[src/hw/rtl/mbtc_pkg.sv]
// Shared constants, codes and controller/datapath structs for the
// Modbus TCP read-holding-registers client. No dependencies.
package mbtc_pkg;

  localparam int MAX_REGS_DEF = 16;
  localparam int HDR_LEN      = 8;
  localparam int HDR_AW       = 3;
  localparam int REQ_LEN      = 12;
  localparam int RUN_LIMIT    = 16;

  localparam logic [7:0] MBAP_LEN_LO    = 8'h06;
  localparam logic [7:0] FUNC_READ_HOLD = 8'h03;

  localparam logic OP_REQUEST = 1'b0;
  localparam logic OP_RX_BYTE = 1'b1;

  localparam logic [1:0] KIND_TX   = 2'd0;
  localparam logic [1:0] KIND_WORD = 2'd1;
  localparam logic [1:0] KIND_FAIL = 2'd2;

  localparam logic [1:0] ST_BAD_LEN  = 2'd0;
  localparam logic [1:0] ST_TID      = 2'd1;
  localparam logic [1:0] ST_FUNC     = 2'd2;
  localparam logic [1:0] ST_COUNT    = 2'd3;

  typedef struct packed {
    logic       capture;
    logic       start_req;
    logic       store_byte;
    logic       clear_wait;
    logic       load_req;
    logic       load_fail;
    logic [1:0] fail_code;
    logic       word_start;
    logic       rd_word;
    logic       load_word;
  } cmd_t;

  typedef struct packed {
    logic is_req;
    logic awaiting;
    logic hdr_phase;
    logic hdr_fail;
    logic overrun;
    logic body_last;
    logic tid_ok;
    logic func_ok;
    logic count_ok;
    logic cnt_zero;
    logic req_last;
    logic word_last;
  } sts_t;

endpackage

[src/hw/rtl/mbtc_req_if.sv]
// Input channel: request or received byte item, valid/ready handshake.
// Depends on nothing.
interface mbtc_req_if;
  logic        valid;
  logic        ready;
  logic        opcode;
  logic [7:0]  unit_id;
  logic [15:0] start_address;
  logic [4:0]  reg_count;
  logic [7:0]  rx_byte;

  modport source (output valid, opcode, unit_id, start_address, reg_count, rx_byte,
                  input ready);
  modport sink (input valid, opcode, unit_id, start_address, reg_count, rx_byte,
                output ready);
endinterface

[src/hw/rtl/mbtc_res_if.sv]
// Output channel: request byte, register word or failure status item.
// Depends on nothing.
interface mbtc_res_if;
  logic        valid;
  logic        ready;
  logic [1:0]  kind;
  logic [7:0]  tx_byte;
  logic [3:0]  reg_index;
  logic [15:0] reg_value;
  logic [1:0]  status;
  logic        last;

  modport source (output valid, kind, tx_byte, reg_index, reg_value, status, last,
                  input ready);
  modport sink (input valid, kind, tx_byte, reg_index, reg_value, status, last,
                output ready);
endinterface

[src/hw/rtl/mbtc_datapath.sv]
// Datapath: item latch, transaction state, header registers, word RAM,
// request byte mux and result register. Uses mbtc_pkg.
module mbtc_datapath #(
  parameter int MAX_REGS = mbtc_pkg::MAX_REGS_DEF
) (
  input  logic               clk,
  input  logic               rst,
  input  mbtc_pkg::cmd_t     cmd,
  output mbtc_pkg::sts_t     sts,
  input  logic               opcode,
  input  logic [7:0]         unit_id,
  input  logic [15:0]        start_address,
  input  logic [4:0]         reg_count,
  input  logic [7:0]         rx_byte,
  output logic [1:0]         kind,
  output logic [7:0]         tx_byte,
  output logic [3:0]         reg_index,
  output logic [15:0]        reg_value,
  output logic [1:0]         status,
  output logic               last
);

  localparam int BODY_MAX = 1 + 2 * MAX_REGS;
  localparam int POS_W    = $clog2(mbtc_pkg::HDR_LEN + BODY_MAX + 1);
  localparam int AW       = (MAX_REGS > 1) ? $clog2(MAX_REGS) : 1;

  // latched item
  logic        op_q;
  logic [7:0]  unit_q;
  logic [15:0] addr_q;
  logic [4:0]  count_q;
  logic [7:0]  rx_q;

  logic [15:0]      next_tid;
  logic [15:0]      exp_tid;
  logic [4:0]       exp_cnt;
  logic             awaiting;
  logic [POS_W-1:0] rx_pos;
  logic [3:0]       req_k;
  logic [3:0]       widx;

  logic [7:0]  hdr [mbtc_pkg::HDR_LEN];
  logic [7:0]  body0;
  logic [7:0]  hi_byte;
  logic [15:0] wmem [MAX_REGS];
  logic [15:0] rdata;

  logic [15:0]      len16;
  logic [15:0]      blen16;
  logic             len_bad;
  logic [POS_W-1:0] bpos;
  logic [7:0]       b0_val;
  logic [7:0]       req_byte;
  logic [AW-1:0]    wr_addr;

  assign len16   = {hdr[4], hdr[5]};
  assign blen16  = len16 - 16'd2;
  assign len_bad = (len16 < 16'd3) || (len16 > 16'(BODY_MAX + 2));
  assign bpos    = rx_pos - POS_W'(mbtc_pkg::HDR_LEN);
  assign b0_val  = (bpos == '0) ? rx_q : body0;
  assign wr_addr = AW'((bpos >> 1) - POS_W'(1));

  always_comb begin
    sts.is_req    = (op_q == mbtc_pkg::OP_REQUEST);
    sts.awaiting  = awaiting;
    sts.hdr_phase = (rx_pos < POS_W'(mbtc_pkg::HDR_LEN));
    sts.hdr_fail  = (rx_pos == POS_W'(mbtc_pkg::HDR_LEN - 1)) && len_bad;
    sts.overrun   = len_bad || (16'(bpos) >= blen16);
    sts.body_last = (16'(bpos) + 16'd1 == blen16);
    sts.tid_ok    = ({hdr[0], hdr[1]} == exp_tid);
    sts.func_ok   = (hdr[7] == mbtc_pkg::FUNC_READ_HOLD);
    sts.count_ok  = (b0_val == {2'b00, exp_cnt, 1'b0}) &&
                    (blen16 == {10'd0, exp_cnt, 1'b1}) &&
                    (exp_cnt <= 5'(mbtc_pkg::RUN_LIMIT));
    sts.cnt_zero  = (exp_cnt == '0);
    sts.req_last  = (req_k == 4'(mbtc_pkg::REQ_LEN - 1));
    sts.word_last = (5'(widx) + 5'd1 == exp_cnt);
  end

  always_comb begin
    case (req_k)
      4'd0:    req_byte = exp_tid[15:8];
      4'd1:    req_byte = exp_tid[7:0];
      4'd5:    req_byte = mbtc_pkg::MBAP_LEN_LO;
      4'd6:    req_byte = unit_q;
      4'd7:    req_byte = mbtc_pkg::FUNC_READ_HOLD;
      4'd8:    req_byte = addr_q[15:8];
      4'd9:    req_byte = addr_q[7:0];
      4'd11:   req_byte = {3'b000, count_q};
      default: req_byte = 8'h00;
    endcase
  end

  // payload latches, header and body stores, word read and result register
  always_ff @(posedge clk) begin
    if (cmd.capture) begin
      op_q    <= opcode;
      unit_q  <= unit_id;
      addr_q  <= start_address;
      count_q <= reg_count;
      rx_q    <= rx_byte;
    end
    if (cmd.store_byte) begin
      if (sts.hdr_phase) begin
        hdr[rx_pos[mbtc_pkg::HDR_AW-1:0]] <= rx_q;
      end else if (bpos == '0) begin
        body0 <= rx_q;
      end else if (bpos[0]) begin
        hi_byte <= rx_q;
      end else begin
        wmem[wr_addr] <= {hi_byte, rx_q};
      end
    end
    if (cmd.rd_word) begin
      rdata <= wmem[AW'(widx)];
    end
    if (cmd.load_req) begin
      kind      <= mbtc_pkg::KIND_TX;
      tx_byte   <= req_byte;
      reg_index <= '0;
      reg_value <= '0;
      status    <= '0;
      last      <= sts.req_last;
    end else if (cmd.load_fail) begin
      kind      <= mbtc_pkg::KIND_FAIL;
      tx_byte   <= '0;
      reg_index <= '0;
      reg_value <= '0;
      status    <= cmd.fail_code;
      last      <= 1'b1;
    end else if (cmd.load_word) begin
      kind      <= mbtc_pkg::KIND_WORD;
      tx_byte   <= '0;
      reg_index <= widx;
      reg_value <= rdata;
      status    <= '0;
      last      <= sts.word_last;
    end
  end

  // transaction state and counters
  always_ff @(posedge clk) begin
    if (rst) begin
      next_tid <= 16'd1;
      exp_tid  <= '0;
      exp_cnt  <= '0;
      awaiting <= 1'b0;
      rx_pos   <= '0;
      req_k    <= '0;
      widx     <= '0;
    end else begin
      if (cmd.start_req) begin
        next_tid <= next_tid + 16'd1;
        exp_tid  <= next_tid;
        exp_cnt  <= count_q;
        awaiting <= 1'b1;
        rx_pos   <= '0;
        req_k    <= '0;
      end else if (cmd.clear_wait) begin
        // end of a run wins over the byte count
        awaiting <= 1'b0;
        rx_pos   <= '0;
      end else if (cmd.store_byte) begin
        rx_pos <= rx_pos + POS_W'(1);
      end
      if (cmd.load_req) begin
        req_k <= req_k + 4'd1;
      end
      if (cmd.word_start) begin
        widx <= '0;
      end else if (cmd.load_word) begin
        widx <= widx + 4'd1;
      end
    end
  end

endmodule

[src/hw/rtl/mbtc_ctrl.sv]
// Controller FSM: input handshake, per-item sequencing and output valid.
// Uses mbtc_pkg; drives mbtc_datapath through cmd_t.
module mbtc_ctrl (
  input  logic           clk,
  input  logic           rst,
  input  logic           in_valid,
  output logic           in_ready,
  output logic           out_valid,
  input  logic           out_ready,
  input  mbtc_pkg::sts_t sts,
  output mbtc_pkg::cmd_t cmd
);

  typedef enum logic [2:0] {S_IDLE, S_EXEC, S_REQ, S_FAIL, S_RD, S_WORD} state_t;

  state_t     state;
  state_t     state_next;
  logic [1:0] code;
  logic [1:0] code_next;
  logic       can_load;
  logic       load_any;

  assign in_ready = (state == S_IDLE);
  assign can_load = !out_valid || out_ready;
  assign load_any = cmd.load_req || cmd.load_fail || cmd.load_word;

  always_comb begin
    cmd        = '0;
    state_next = state;
    code_next  = code;
    cmd.fail_code = code;
    case (state)
      S_IDLE: begin
        if (in_valid) begin
          cmd.capture = 1'b1;
          state_next  = S_EXEC;
        end
      end
      S_EXEC: begin
        state_next = S_IDLE;
        if (sts.is_req) begin
          cmd.start_req = 1'b1;
          state_next    = S_REQ;
        end else if (!sts.awaiting) begin
          state_next = S_IDLE;
        end else if (sts.hdr_phase) begin
          cmd.store_byte = 1'b1;
          if (sts.hdr_fail) begin
            cmd.clear_wait = 1'b1;
            code_next      = mbtc_pkg::ST_BAD_LEN;
            state_next     = S_FAIL;
          end
        end else if (sts.overrun) begin
          cmd.clear_wait = 1'b1;
          code_next      = mbtc_pkg::ST_BAD_LEN;
          state_next     = S_FAIL;
        end else begin
          cmd.store_byte = 1'b1;
          if (sts.body_last) begin
            cmd.clear_wait = 1'b1;
            if (!sts.tid_ok) begin
              code_next  = mbtc_pkg::ST_TID;
              state_next = S_FAIL;
            end else if (!sts.func_ok) begin
              code_next  = mbtc_pkg::ST_FUNC;
              state_next = S_FAIL;
            end else if (!sts.count_ok) begin
              code_next  = mbtc_pkg::ST_COUNT;
              state_next = S_FAIL;
            end else if (!sts.cnt_zero) begin
              cmd.word_start = 1'b1;
              state_next     = S_RD;
            end
          end
        end
      end
      S_REQ: begin
        if (can_load) begin
          cmd.load_req = 1'b1;
          if (sts.req_last) begin
            state_next = S_IDLE;
          end
        end
      end
      S_FAIL: begin
        if (can_load) begin
          cmd.load_fail = 1'b1;
          state_next    = S_IDLE;
        end
      end
      S_RD: begin
        cmd.rd_word = 1'b1;
        state_next  = S_WORD;
      end
      S_WORD: begin
        if (can_load) begin
          cmd.load_word = 1'b1;
          state_next    = sts.word_last ? S_IDLE : S_RD;
        end
      end
      default: state_next = S_IDLE;
    endcase
  end

  always_ff @(posedge clk) begin
    if (rst) begin
      state     <= S_IDLE;
      code      <= mbtc_pkg::ST_BAD_LEN;
      out_valid <= 1'b0;
    end else begin
      state <= state_next;
      code  <= code_next;
      if (load_any) begin
        out_valid <= 1'b1;
      end else if (out_ready) begin
        out_valid <= 1'b0;
      end
    end
  end

endmodule

[src/hw/rtl/modbus_tcp_read_holding_client.sv]
// Modbus TCP function 3 client. An item that yields no result is accepted, then
// evaluated in the evaluate state of the controller. A request holds the input
// off while its 12 request bytes go out, one request byte per cycle while the
// output register drains; the first byte loads after the evaluate state. Each
// register word takes a read of the single registered RAM port, then a load.
// Synchronous active-high reset clears control state; no clearing pass.
module modbus_tcp_read_holding_client #(
  parameter int MAX_REGS = mbtc_pkg::MAX_REGS_DEF
) (
  input  logic       clk,
  input  logic       rst,
  mbtc_req_if.sink   in_ch,
  mbtc_res_if.source out_ch
);

  mbtc_pkg::cmd_t cmd;
  mbtc_pkg::sts_t sts;

  mbtc_ctrl u_ctrl (
    .clk       (clk),
    .rst       (rst),
    .in_valid  (in_ch.valid),
    .in_ready  (in_ch.ready),
    .out_valid (out_ch.valid),
    .out_ready (out_ch.ready),
    .sts       (sts),
    .cmd       (cmd)
  );

  mbtc_datapath #(.MAX_REGS(MAX_REGS)) u_dp (
    .clk           (clk),
    .rst           (rst),
    .cmd           (cmd),
    .sts           (sts),
    .opcode        (in_ch.opcode),
    .unit_id       (in_ch.unit_id),
    .start_address (in_ch.start_address),
    .reg_count     (in_ch.reg_count),
    .rx_byte       (in_ch.rx_byte),
    .kind          (out_ch.kind),
    .tx_byte       (out_ch.tx_byte),
    .reg_index     (out_ch.reg_index),
    .reg_value     (out_ch.reg_value),
    .status        (out_ch.status),
    .last          (out_ch.last)
  );

  // one item in flight: ready drops right after an accept
  a_one_in_flight: assert property (@(posedge clk) disable iff (rst)
    (in_ch.valid && in_ch.ready) |=> !in_ch.ready)
    else $error("input accepted while previous item still in work");

  a_fail_is_last: assert property (@(posedge clk) disable iff (rst)
    (out_ch.valid && out_ch.kind == mbtc_pkg::KIND_FAIL) |-> out_ch.last)
    else $error("failure status not marked last");

  a_tx_clean: assert property (@(posedge clk) disable iff (rst)
    (out_ch.valid && out_ch.kind == mbtc_pkg::KIND_TX) |->
      (out_ch.reg_value == 16'd0 && out_ch.status == 2'd0 && out_ch.reg_index == 4'd0))
    else $error("request byte carries stray fields");

  a_no_load_while_ready: assert property (@(posedge clk) disable iff (rst)
    in_ch.ready |-> !(cmd.load_req || cmd.load_fail || cmd.load_word))
    else $error("result loaded while idle");

endmodule

[src/flat_wrapper.sv]
// flat-port wrapper written by rule: the top's interface ports become plain ports
module modbus_tcp_read_holding_client_flat 
#(
  parameter int MAX_REGS = mbtc_pkg::MAX_REGS_DEF
)
  (clk, rst, in_ch_valid, in_ch_opcode, in_ch_unit_id, in_ch_start_address, in_ch_reg_count, in_ch_rx_byte, in_ch_ready, out_ch_valid, out_ch_kind, out_ch_tx_byte, out_ch_reg_index, out_ch_reg_value, out_ch_status, out_ch_last, out_ch_ready);
  mbtc_req_if in_ch_i ();
  mbtc_res_if out_ch_i ();
  input  logic clk;
  input  logic rst;
  input wire logic [$bits(in_ch_i.valid)-1:0] in_ch_valid;
  input wire logic [$bits(in_ch_i.opcode)-1:0] in_ch_opcode;
  input wire logic [$bits(in_ch_i.unit_id)-1:0] in_ch_unit_id;
  input wire logic [$bits(in_ch_i.start_address)-1:0] in_ch_start_address;
  input wire logic [$bits(in_ch_i.reg_count)-1:0] in_ch_reg_count;
  input wire logic [$bits(in_ch_i.rx_byte)-1:0] in_ch_rx_byte;
  output wire logic [$bits(in_ch_i.ready)-1:0] in_ch_ready;
  output wire logic [$bits(out_ch_i.valid)-1:0] out_ch_valid;
  output wire logic [$bits(out_ch_i.kind)-1:0] out_ch_kind;
  output wire logic [$bits(out_ch_i.tx_byte)-1:0] out_ch_tx_byte;
  output wire logic [$bits(out_ch_i.reg_index)-1:0] out_ch_reg_index;
  output wire logic [$bits(out_ch_i.reg_value)-1:0] out_ch_reg_value;
  output wire logic [$bits(out_ch_i.status)-1:0] out_ch_status;
  output wire logic [$bits(out_ch_i.last)-1:0] out_ch_last;
  input wire logic [$bits(out_ch_i.ready)-1:0] out_ch_ready;
  assign in_ch_i.valid = in_ch_valid;
  assign in_ch_i.opcode = in_ch_opcode;
  assign in_ch_i.unit_id = in_ch_unit_id;
  assign in_ch_i.start_address = in_ch_start_address;
  assign in_ch_i.reg_count = in_ch_reg_count;
  assign in_ch_i.rx_byte = in_ch_rx_byte;
  assign in_ch_ready = in_ch_i.ready;
  assign out_ch_valid = out_ch_i.valid;
  assign out_ch_kind = out_ch_i.kind;
  assign out_ch_tx_byte = out_ch_i.tx_byte;
  assign out_ch_reg_index = out_ch_i.reg_index;
  assign out_ch_reg_value = out_ch_i.reg_value;
  assign out_ch_status = out_ch_i.status;
  assign out_ch_last = out_ch_i.last;
  assign out_ch_i.ready = out_ch_ready;
  modbus_tcp_read_holding_client #(.MAX_REGS(MAX_REGS)) u_core (.clk(clk), .rst(rst), .in_ch(in_ch_i), .out_ch(out_ch_i));
endmodule
[config.mk]
export PLATFORM = sky130hd
export DESIGN_NAME = modbus_tcp_read_holding_client_flat
export DESIGN_NICKNAME = d
export VERILOG_FILES = /design/src/hw/rtl/mbtc_pkg.sv /design/src/hw/rtl/mbtc_req_if.sv /design/src/hw/rtl/mbtc_res_if.sv /design/src/hw/rtl/mbtc_datapath.sv /design/src/hw/rtl/mbtc_ctrl.sv /design/src/hw/rtl/modbus_tcp_read_holding_client.sv /design/src/flat_wrapper.sv
export SDC_FILE = /design/constraint.sdc
export NUM_CORES = 1
export LEC_CHECK = 0
export BUFFER_PORTS_ARGS = -buffer_cell sky130_fd_sc_hd__buf_2
export CORE_ASPECT_RATIO = 0.75
export CORE_MARGIN = 8
export CORE_UTILIZATION = 43
export DETAILED_ROUTE_END_ITERATION = 12
export PLACE_DENSITY = 0.58
export REMOVE_ABC_BUFFERS = 1
export SLEW_MARGIN = 0
export SYNTH_ARGS = -nofsm -noshare
export SYNTH_HDL_FRONTEND = slang
export SYNTH_SLANG_ARGS = --single-unit
[constraint.sdc]
create_clock -name clk -period 4.8 [get_ports clk]
set_input_delay 0.48 -clock clk [delete_from_list [all_inputs] [get_ports clk]]
set_output_delay 0.48 -clock clk [all_outputs]
set_load 0.02 [all_outputs]
==> impl_metrics.tcl <==
set metrics [dict create \
    via_per_inst 5.57 \
    io_pins 77 \
    grt_max_degree 46 \
    relSlewSlack_pct 23.1 \
    synth_cells 1164 \
    drc 0 \
    worst_path_most_repeated_cell "ha_1" \
    vias 10500 \
    clk_pin_slew_worst_paths_ns 0.06 \
    worstPathCellList "inv_1 -> ha_1 -> nor3b_1 -> xnor2_1 -> ha_1 -> o21ai_0 -> o21bai_1 -> a311oi_1 -> and2_1 -> nand4_1 -> nor3_2 -> buf_4" \
    power_density_mw_per_mm2 387 \
    initial_core_util_pct 43.6 \
    synthTopCellsByArea "edfxtp_1 61%, mux4_2 9.8%, dfxtp_1 9.0%, nand2_1 3.0%, xnor2_1 1.8%" \
    cts_resized 0 \
    outcome "finished, final reports clean" \
    finClkSkew_ns 0.0283 \
    die_h_um 195 \
    grt_use_total_pct 18.1 \
    maxCapViolations 0 \
    cp.arrival_ns 4.24 \
    fin_nets 1332 \
    min_path_type "input pin to flop" \
    io_buffers 76 \
    post_drt_wl_per_cell_um 24.0 \
    clkLatencyLatePin_ns 0.56 \
    yosys-top-cells-count "375 x edfxtp_1, 148 x nand2_1, 82 x dfxtp_1, 80 x mux4_2, 59 x nor2_1" \
    power_uw 8150 \
    clkSinkCount 457 \
    required_ns 5.03 \
    endpoint_kind "flop" \
    gr-total-overflow 0 \
    htreeDepth 2 \
    leakage_uw 0.00678 \
    worst_slew_pin_slew_ns 1.14 \
    antenna_found_initial 2 \
    dp.cells 1793 \
    dp_hpwl_um 29100 \
    finalHoldViolCount 0 \
    fmax_mhz 250 \
    route.met3.wl_um 3630 \
    area_growth_pct 14.9 \
    p_sw_uw 1710 \
    finalNonFillerCells 1878 \
    rows 65 \
    synth_top_area_cell "edfxtp_1" \
    worstPathMaxFanout 16 \
    die_area_mm2 0.0495 \
    core_mm2 0.0420 \
    synth_edf_count 375 \
    drv_slew 0 \
    fillCellCount 3565 \
    fin_tns_setup_ns 0 \
    cp-start-kind "flop" \
    crit_type "flop to flop" \
    cts_tree "built" \
    dr.pass1.iters 5 \
    ant_nets 0 \
    cts_buffer_depth 3 \
    setup_viol 0 \
    cts-root-buf "clkbuf_16" \
    yosysUniqueCellTypes 71 \
    finalCritPeriodShare_pct 83.5 \
    cts-hold-fix-buffers 0 \
    clkPwrFrac_pct 43.1 \
    yosys_warnings 0 \
    ys_seq_elements 457 \
    slowest_delay_ns 0.48 \
    grt_pass1_vias 10400 \
    top_layer "met4" \
    met2_length_um 18600 \
    p_comb_share_pct 3.0 \
    swShare_pct 21.0 \
    grt_pass1_wl_um 67300 \
    yosys.area.top_type_share_pct 61.5 \
    min_period_ns 4.01 \
    synth_top_flop_cell "edfxtp_1" \
    place_congestion 0.829 \
    synth_area_mm2 0.0183 \
    drt_first_iter_violations 1220 \
    peakVddDrop_mv 0.236 \
    synthArstFlopShare_pct 0 \
    intPower_uw 6440 \
    ys_seq_area_share_pct 70.4 \
    drt-met1-wl_um 22100 \
    rsz0062_at_grt "no" \
    crit_slowest_cell "edfxtp_1" \
    die_width_um 254 \
    final_layout_size_suffix_gt1_share_pct 23.0 \
    post_cts_buffers 0 \
    synth.most_common_cell "edfxtp_1" \
    cts_buffers 46 \
    wl_um 45100 \
    power_frac_seq_pct 53.9 \
    avgSynthCellArea_um2 15.7 \
]
-- power by group through the flow --
stage,sequential (uW),clock [uW],combinational [uW]
3_5_place_dp,4480,0,250
6_report,4390,3510,247
4_1_cts,4390,3580,250
5_1_grt,4390,3720,272
3_3_place_gp,4480,0,245
2_1_floorplan,4480,0,99.3
-- sequential cells by signal, indices dropped and copies added, names as in the netlist, 5 cells and up --
signal,cells
u_core.u_dp.rdata,16
u_core.u_dp.hdr,40
u_core.u_dp.addr_q,16
u_core.u_dp.rx_q,8
u_core.u_dp.exp_tid,16
u_core.u_dp.next_tid,16
u_core.u_dp.rx_pos,6
u_core.u_dp.wmem,256
u_core.u_dp.count_q,5
u_core.u_dp.exp_cnt,5
u_core.u_dp.unit_q,8
u_core.u_dp.hi_byte,8
u_core.u_dp.body0,8
u_core.u_dp.reg_value,16
u_core.u_dp.tx_byte,8
-- critical path, delay by kind of cell, from the launching register on --
family | cells | cell delay (ns)
buffers and inverters | 2 | 0.39
adders and majority gates | 2 | 0.58
xor gates and xnor gates | 1 | 0.46
DFF | 1 | 0.48
and+or+nand+nor | 4 | 1.23
AOI/OAI and AO/OA | 3 | 0.56
-- metrics by stage --
stage	util (%)	setup WS (ns)	area [um2]	hold WS (ns)
detailed placement	46.6	0.803	19600	0.443
global route	50.1	0.415	21100	0.0784
floorplan	-	0.500	18100	0.438
CTS	50.1	0.801	21100	0.0775
global placement	46.6	0.864	19600	0.438
finish	50.1	0.794	21100	0.102
-- kinds of logic after synthesis --
| family | count (synthesis) | share of synthesized area [%] |
|---|---|---|
| flops | 457 | 70.4 |
| simple gates | 320 | 8.33 |
| compound gates | 146 | 5.19 |
| mux | 86 | 10.2 |
| buf+inv | 76 | 1.64 |
| xor+xnor | 61 | 3.03 |
| fa+ha+maj | 18 | 1.23 |
-- area by class of cell --
| class | count | area [um2] | share of cell area, % |
|---|---|---|---|
| antenna | 1 | 2.50 | 0.0119 |
| clock buffer | 59 | 1230 | 5.84 |
| clock inverter | 25 | 239 | 1.14 |
| inverter | 20 | 75.1 | 0.357 |
| multi-input combinational | 631 | 5200 | 24.7 |
| sequential | 457 | 12900 | 61.3 |
| tap | 569 | 712 | 3.38 |
| timing repair buffer | 116 | 693 | 3.29 |
-- metal layers --
layer  global-route usage, %  up-vias
met1                    29.1     5368
met5                       0        -
met2                    24.9      336
li1                        -     4707
met3                    3.47       58
met4                    3.72        0
-- placed cells by master, fill, tap and decap left out, drive strengths merged, types with 17 or more instances in the layout --
cell,count
xor2,23
ha,18
xnor2,37
clkinv,17
clkbuf,59
a21oi,58
dfxtp,82
inv,21
nand2,148
mux4,80
edfxtp,375
nand3,20
buf,116
nor2,59
o21ai,20
-- final timing paths --
| kind | from | cells past startpoint | slack [ns] | end |
|---|---|---|---|---|
| worst max-delay path | u_core.u_dp.hdr[5][1] | 12 | 0.79 | u_core.u_dp.wmem[13][13] |
| worst min-delay path | in_ch_start_address[6] | 1 | 0.10 | u_core.u_dp.addr_q[6] |
| worst max register to register | u_core.u_dp.hdr[5][1] | 12 | 0.79 | u_core.u_dp.wmem[13][13] |
| worst min register to register | u_core.u_dp.reg_value[13] | 2 | 0.45 | u_core.u_dp.reg_value[13] |
Note: power is estimated with default switching activity, not from simulation.
